## src/hdl/q2e_pkg.sv

```systemverilog
// Shared constants, tables and types for the quaternion to Euler angle converter.
// No dependencies; imported by q2e_isqrt, q2e_cordic and quaternion_to_euler_angles.
`timescale 1ns / 1ps
`default_nettype none
package q2e_pkg;

  // Vectoring steps per arctangent, 8 to 24
  localparam int CORDIC_STEPS = 16;
  localparam int ATAN_LEN     = 24;
  // Pipeline depth of one arctangent unit: sign fix, two normalize stages, steps, round
  localparam int CORDIC_LAT   = CORDIC_STEPS + 4;

  // Square root of a 64-bit radicand, one result bit per stage
  localparam int ISQRT_STEPS  = 32;
  localparam int ROOT_W       = ISQRT_STEPS;
  localparam int RAD_W        = 2 * ISQRT_STEPS;
  localparam int REM_W        = ISQRT_STEPS + 3;

  // Datapath widths
  localparam int OPW = 34;   // atan2 operands, magnitude up to 2^32
  localparam int NW  = 33;   // squared norm
  localparam int XW  = 45;   // CORDIC x/y after normalization and gain
  localparam int ZW  = 33;   // angle accumulator, Q29 radians
  localparam int MW  = 41;   // normalized magnitude lies in [2^40, 2^41)
  localparam int ANG_W   = 16;
  localparam int PITCH_W = 15;

  localparam logic signed [ANG_W-1:0] OUT_PI      = 16'sd25736;
  localparam logic signed [ANG_W-1:0] OUT_HALF_PI = 16'sd12868;
  localparam logic signed [ZW-1:0]    PI_Q29      = 33'sd1686629713;

  // atan(2^-i) in Q29 radians
  localparam logic signed [ZW-1:0] ATAN_Q29 [ATAN_LEN] = '{
    33'sd421657428, 33'sd248918915, 33'sd131521918, 33'sd66762579,
    33'sd33510843,  33'sd16771758,  33'sd8387925,   33'sd4194219,
    33'sd2097141,   33'sd1048575,   33'sd524288,    33'sd262144,
    33'sd131072,    33'sd65536,     33'sd32768,     33'sd16384,
    33'sd8192,      33'sd4096,      33'sd2048,      33'sd1024,
    33'sd512,       33'sd256,       33'sd128,       33'sd64
  };

  // One CORDIC stage's working set
  typedef struct packed {
    logic signed [XW-1:0] x;
    logic signed [XW-1:0] y;
    logic signed [ZW-1:0] z;
    logic [MW-1:0]        m;
    logic                 zero;
  } cs_t;

  // Flags that ride alongside the pitch path
  typedef struct packed {
    logic deg;
    logic ge;
    logic le;
  } flag_t;

  // One result item
  typedef struct packed {
    logic                      deg;
    logic signed [ANG_W-1:0]   yaw;
    logic signed [PITCH_W-1:0] pitch;
    logic signed [ANG_W-1:0]   roll;
  } res_t;

endpackage
`default_nettype wire

```

## src/hdl/q2e_isqrt.sv

```systemverilog
// Pipelined integer square root, floor(sqrt(rad_i)), one root bit per stage.
// Depends on q2e_pkg.
`timescale 1ns / 1ps
`default_nettype none
module q2e_isqrt (
  input  wire                       clk_i,
  input  wire                       en_i,
  input  wire [q2e_pkg::RAD_W-1:0]  rad_i,
  output logic [q2e_pkg::ROOT_W-1:0] root_o
);
  import q2e_pkg::*;

  logic [REM_W-1:0]  rem_q  [ISQRT_STEPS];
  logic [ROOT_W-1:0] root_q [ISQRT_STEPS];
  logic [RAD_W-1:0]  rad_q  [ISQRT_STEPS];

  for (genvar g = 0; g < ISQRT_STEPS; g++) begin : g_step
    logic [REM_W-1:0]  rem_in, rem_sh, trial, rem_d;
    logic [ROOT_W-1:0] root_in, root_d;
    logic [RAD_W-1:0]  rad_in;

    if (g == 0) begin : g_first
      assign rem_in  = '0;
      assign root_in = '0;
      assign rad_in  = rad_i;
    end else begin : g_rest
      assign rem_in  = rem_q[g-1];
      assign root_in = root_q[g-1];
      assign rad_in  = rad_q[g-1];
    end

    // bring down the next two radicand bits and try the new root bit
    always_comb begin
      rem_sh = {rem_in[REM_W-3:0], rad_in[RAD_W-1-2*g -: 2]};
      trial  = REM_W'({root_in, 2'b01});
      if (rem_sh >= trial) begin
        rem_d  = rem_sh - trial;
        root_d = {root_in[ROOT_W-2:0], 1'b1};
      end else begin
        rem_d  = rem_sh;
        root_d = {root_in[ROOT_W-2:0], 1'b0};
      end
    end

    always_ff @(posedge clk_i) begin
      if (en_i) begin
        rem_q[g]  <= rem_d;
        root_q[g] <= root_d;
        rad_q[g]  <= rad_in;
      end
    end
  end

  assign root_o = root_q[ISQRT_STEPS-1];

endmodule
`default_nettype wire

```

## config.mk

```make
export PLATFORM = sky130hd
export DESIGN_NAME = q2e_isqrt
export DESIGN_NICKNAME = d
export VERILOG_FILES = /design/src/hdl/q2e_pkg.sv /design/src/hdl/q2e_isqrt.sv
export SDC_FILE = /design/constraint.sdc
export NUM_CORES = 2
export LEC_CHECK = 0
export BUFFER_PORTS_ARGS = -buffer_cell sky130_fd_sc_hd__clkbuf_2
export CAP_MARGIN = 20
export CORE_UTILIZATION = 60
export CTS_CLUSTER_SIZE = 10
export DETAILED_ROUTE_END_ITERATION = 10
export HOLD_SLACK_MARGIN = 0.08
export PLACE_DENSITY = 0.84
export SETUP_SLACK_MARGIN = 0.1
export SYNTH_ARGS = -nofsm -noshare
export SYNTH_HDL_FRONTEND = slang
export SYNTH_MEMORY_MAX_BITS = 65536
export SYNTH_SLANG_ARGS = --single-unit
```

## constraint.sdc

```tcl
create_clock -name clk_i -period 4.55 [get_ports clk_i]
set_input_delay 0.455 -clock clk_i [delete_from_list [all_inputs] [get_ports clk_i]]
set_output_delay 0.455 -clock clk_i [all_outputs]
set_load 0.1 [all_outputs]
```

==> impl_results.md <==
- Outcome: finished clean
- First-pass GRT wire length: 384800 microns
- Static Leak: 0.04935 uW
- Sequential share of power: 0.477
- Max stage delay on crit path: 0.54 ns
- Die Area: 0.1946 sq mm
- Seq cells post-synth: 2494
- Starting Density: 0.6064
- Core Box Area: 0.1908 sq mm
- Syn. warnings: 0
- Mean post-synth cell area: 12.90 sq um
- CP startpoint kind: flip-flop
- TritonCTS Sinks: 2494
- Synth Area in Adders: 0.06067
- Chip width: 441.1 microns
- Maximum vdd ir drop: 0.5644 mV
- Worst path slowest cell: or4_4
- Worst skew pair latency: 0.93 ns
- TritonRoute pass-1 iters: 8
- Placed Area: 0.1200 sq mm
- Clock transition at the registers of the reported paths: 0.06 ns
- CP delay by family, top: simple AND/OR/NAND/NOR gates
- Worst-path fanout max: 13
- CTS resizes: 0
- Syn_nets: 9595
- Final wirelength: 243600 microns
- Async set or reset register ratio after synthesis: 0
- Setup repair after global routing missed its margin: no
- CTS root buf: clkbuf_16
- Layout area overhead: 11.23%
- Setup Viol. Count Final: 0
- Yosys top cell area share: 0.6474
- Rows: 160
- Unique cell type count in the Yosys netlist: 82
- Routed Antenna Nets: 0
- Worst rel slew slack: 0.2391
- Critical Path RT: 5.17 ns
- Initial antenna violation count: 1
- Layout Skew: 0.05324 ns
- Die height: 441.1 microns
- H-tree Lvls: 5
- Final min period: 4.133 ns
- Hold Vio Cnt, Final: 0
- Vias in the first global route: 71419
- Worst path buffer plus inverter count: 0
- Internal power: 46800 uW
- Design area: 0.1287 sq mm
- Pins Over Slew Limit: 0
- Fin cells: 11956
- Sw frac: 0.2830
- Combinational share of power: 0.209
- Prevailing post-synth register cell: edfxtp_1
- I/O Pins: 98
- Worst setup path class: flip-flop to flip-flop
- CTS Buffer Depth: 4
- TritonCTS Buffers: 305
- Detailed Place HPWL: 168500 microns
- TritonCTS clock tree: done
- Share of layout cells above drive strength 1: 0.07232
- Grt ovf: 0
- Complex-gate fraction of the synthesized area: 0.09690
- Post-Synth Simple-Gate Area: 0.09868
- Post-synthesis xor/xnor area fraction: 0.06049
- Worst hold-check path type: primary input to flip-flop
- Crit share post-route: 0.9083
- Max Cap Violations: 0
- Post-synth top area cell: edfxtp_1
- Vias per cell: 5.989
- Register area share after synthesis: 0.6474
- Hold-fix buffers, CTS: 65
- Pin count of the biggest net entering global routing: 134
- Largest family of logic cells by synthesized area: simple AND/OR/NAND/NOR gates
- Final #Nets: 10023
- Switching power: 18470 uW
- EDFF count, synth: 2494
- Post-Syn Area: 0.1157 sq mm
- PortBufs: 97
- Slew @ Worst Pin: 1.141 ns
- Setup TNS: 0 ns
- Avg WL per Cell: 20.37 microns
- Largest cells by area after synthesis: edfxtp_1, ha_1, xnor2_1
- First DRT Iteration DRCs: 6107
- Syn Inst Count: 8968
- Placed insts: 11535
- Post-synthesis mux area share: 0.006911
- Worst setup EP type: flip-flop
- Routed via count: 71603
- Clock network power share: 0.314
- Placer Congestion: 0.9203
- Global-route usage over all layers: 0.2503
- Drc violations: 0
- Fmax: 0.2420 GHz
- CP most frequent cell: or4_4
- Pwr/cell area: 507.3 mW/mm^2
- Post-CTS setup buffer count: 0
- Critical Path AT: 4.75 ns
- Crit path cell chain: or4_4 > or3_4 > or4_4 > or4_4 > or2_4 > or4_1 > or3_4 > nand3_2 > nor3_1 > xor2_1
-- synth_stat cells, types with 9 or more instances --
cell type and number:
nand3b_1 23, o211ai_1 24, o21a_1 107, nor2_1 538, a2111oi_0 12, or3_1 81
nor2b_1 84, mux2i_1 12, nand4b_1 12, o21bai_1 55, nor3_1 213, xor2_1 396
nor3b_1 23, nand2_1 674, or2_2 36, a21oi_1 503, o22ai_1 15, and2_1 38
inv_1 713, mux2_2 59, a21boi_0 29, nand4_1 92, clkbuf_1 153, nand3_1 144
a41oi_1 9, nor4_1 124, o41ai_1 14, a211o_1 23, ha_1 561, edfxtp_1 2494
o21ai_0 540, o31ai_1 62, or4_1 56, buf_1 13, nor4b_1 10, and3_1 39
a21o_1 225, nand2b_1 109, xnor2_1 403, o211a_1 9, a31oi_1 60, a211oi_1 47
-- worst reg2reg max path, cell delays in order, from the launching register on --
cell	delay [ns]
edfxtp_1	0.42
or4_4	0.55
or3_4	0.36
or4_4	0.45
or4_4	0.43
or2_4	0.25
or4_1	0.47
or3_4	0.39
nand3_2	0.26
nor3_1	0.11
xor2_1	0.15
-- logic make-up after synthesis --
| kind of cell | after synthesis |
|---|---|
| flops | 2494 |
| simple gates | 2333 |
| compound gates | 1823 |
| buf+inv | 885 |
| xor+xnor | 799 |
| fa+ha+maj | 561 |
| mux | 72 |
| other cells | 1 |
-- power groups by stage --
stage               Clock, uW  Combinational (uW)  Sequential [uW]
global placement            0               13000            31500
CTS                     20900               13500            31200
detailed placement          0               13300            31600
global route            21700               15100            31400
finish                  20500               13600            31200
floorplan                   0                9800            30700
-- per-stage QoR --
step / hold WS [ns] / util / power (uW) / worst slack (ns)
after CTS: 0.1256 / 0.6744 / 65530 / 0.4211
after global routing: 0.1460 / 0.6745 / 68190 / 0.2213
after detailed placement: 0.4045 / 0.6292 / 44830 / 0.4599
after floorplan: 0.4003 / - / 40530 / 0.5936
final: 0.1681 / 0.6745 / 65270 / 0.4171
after global placement: 0.4002 / 0.6292 / 44450 / 0.4185
-- per-layer routing --
layer	track usage	vias to the layer above	wire [microns]
met1	0.3118	34688	97790
met5	0	-	0
met2	0.4371	2413	123000
li1	-	33829	-
met4	0.1098	0	10610
met3	0.03299	673	12150
-- worst paths after layout --
kind              slack (ns)                    start  depth (start not counted)                       to
setup reg to reg        0.42  rem_q[0][221]$_DFFE_PP_                         10  rem_q[0][277]$_DFFE_PP_
setup / recovery        0.42  rem_q[0][221]$_DFFE_PP_                         10  rem_q[0][277]$_DFFE_PP_
hold / removal          0.17                     en_i                          1  rad_q[0][641]$_DFFE_PP_
hold reg to reg         0.39  rad_q[0][907]$_DFFE_PP_                          0  rad_q[0][971]$_DFFE_PP_
-- flip-flops by register name, summed over array words and instances (netlist names) --
register and flops:
rad_q 992, root_q 528, rem_q 974
-- final cells by class --
class | count | area, sq um
sequential | 2494 | 74890
fill | 12906 | 62110
multi-input combinational | 5589 | 37500
clock buffer | 331 | 7815
tap | 2511 | 3142
inverter | 715 | 2684
timing repair buffer | 291 | 2470
clock inverter | 24 | 175.2
antenna | 1 | 2.502
-- cells in the final DEF (no fill, tap or decap), drive strengths merged, types with 107 or more instances in the layout --
master,netlist,final
edfxtp,2494,2494
inv,713,719
nand2,674,674
ha,561,561
o21ai,542,542
nor2,538,538
a21oi,503,503
clkbuf,154,427
xnor2,403,403
xor2,396,396
a21o,225,225
nor3,213,213
nand3,146,146
buf,16,130
nor4,124,124
nand2b,109,109
o21a,107,107
Power figures use the tool's default switching activity.
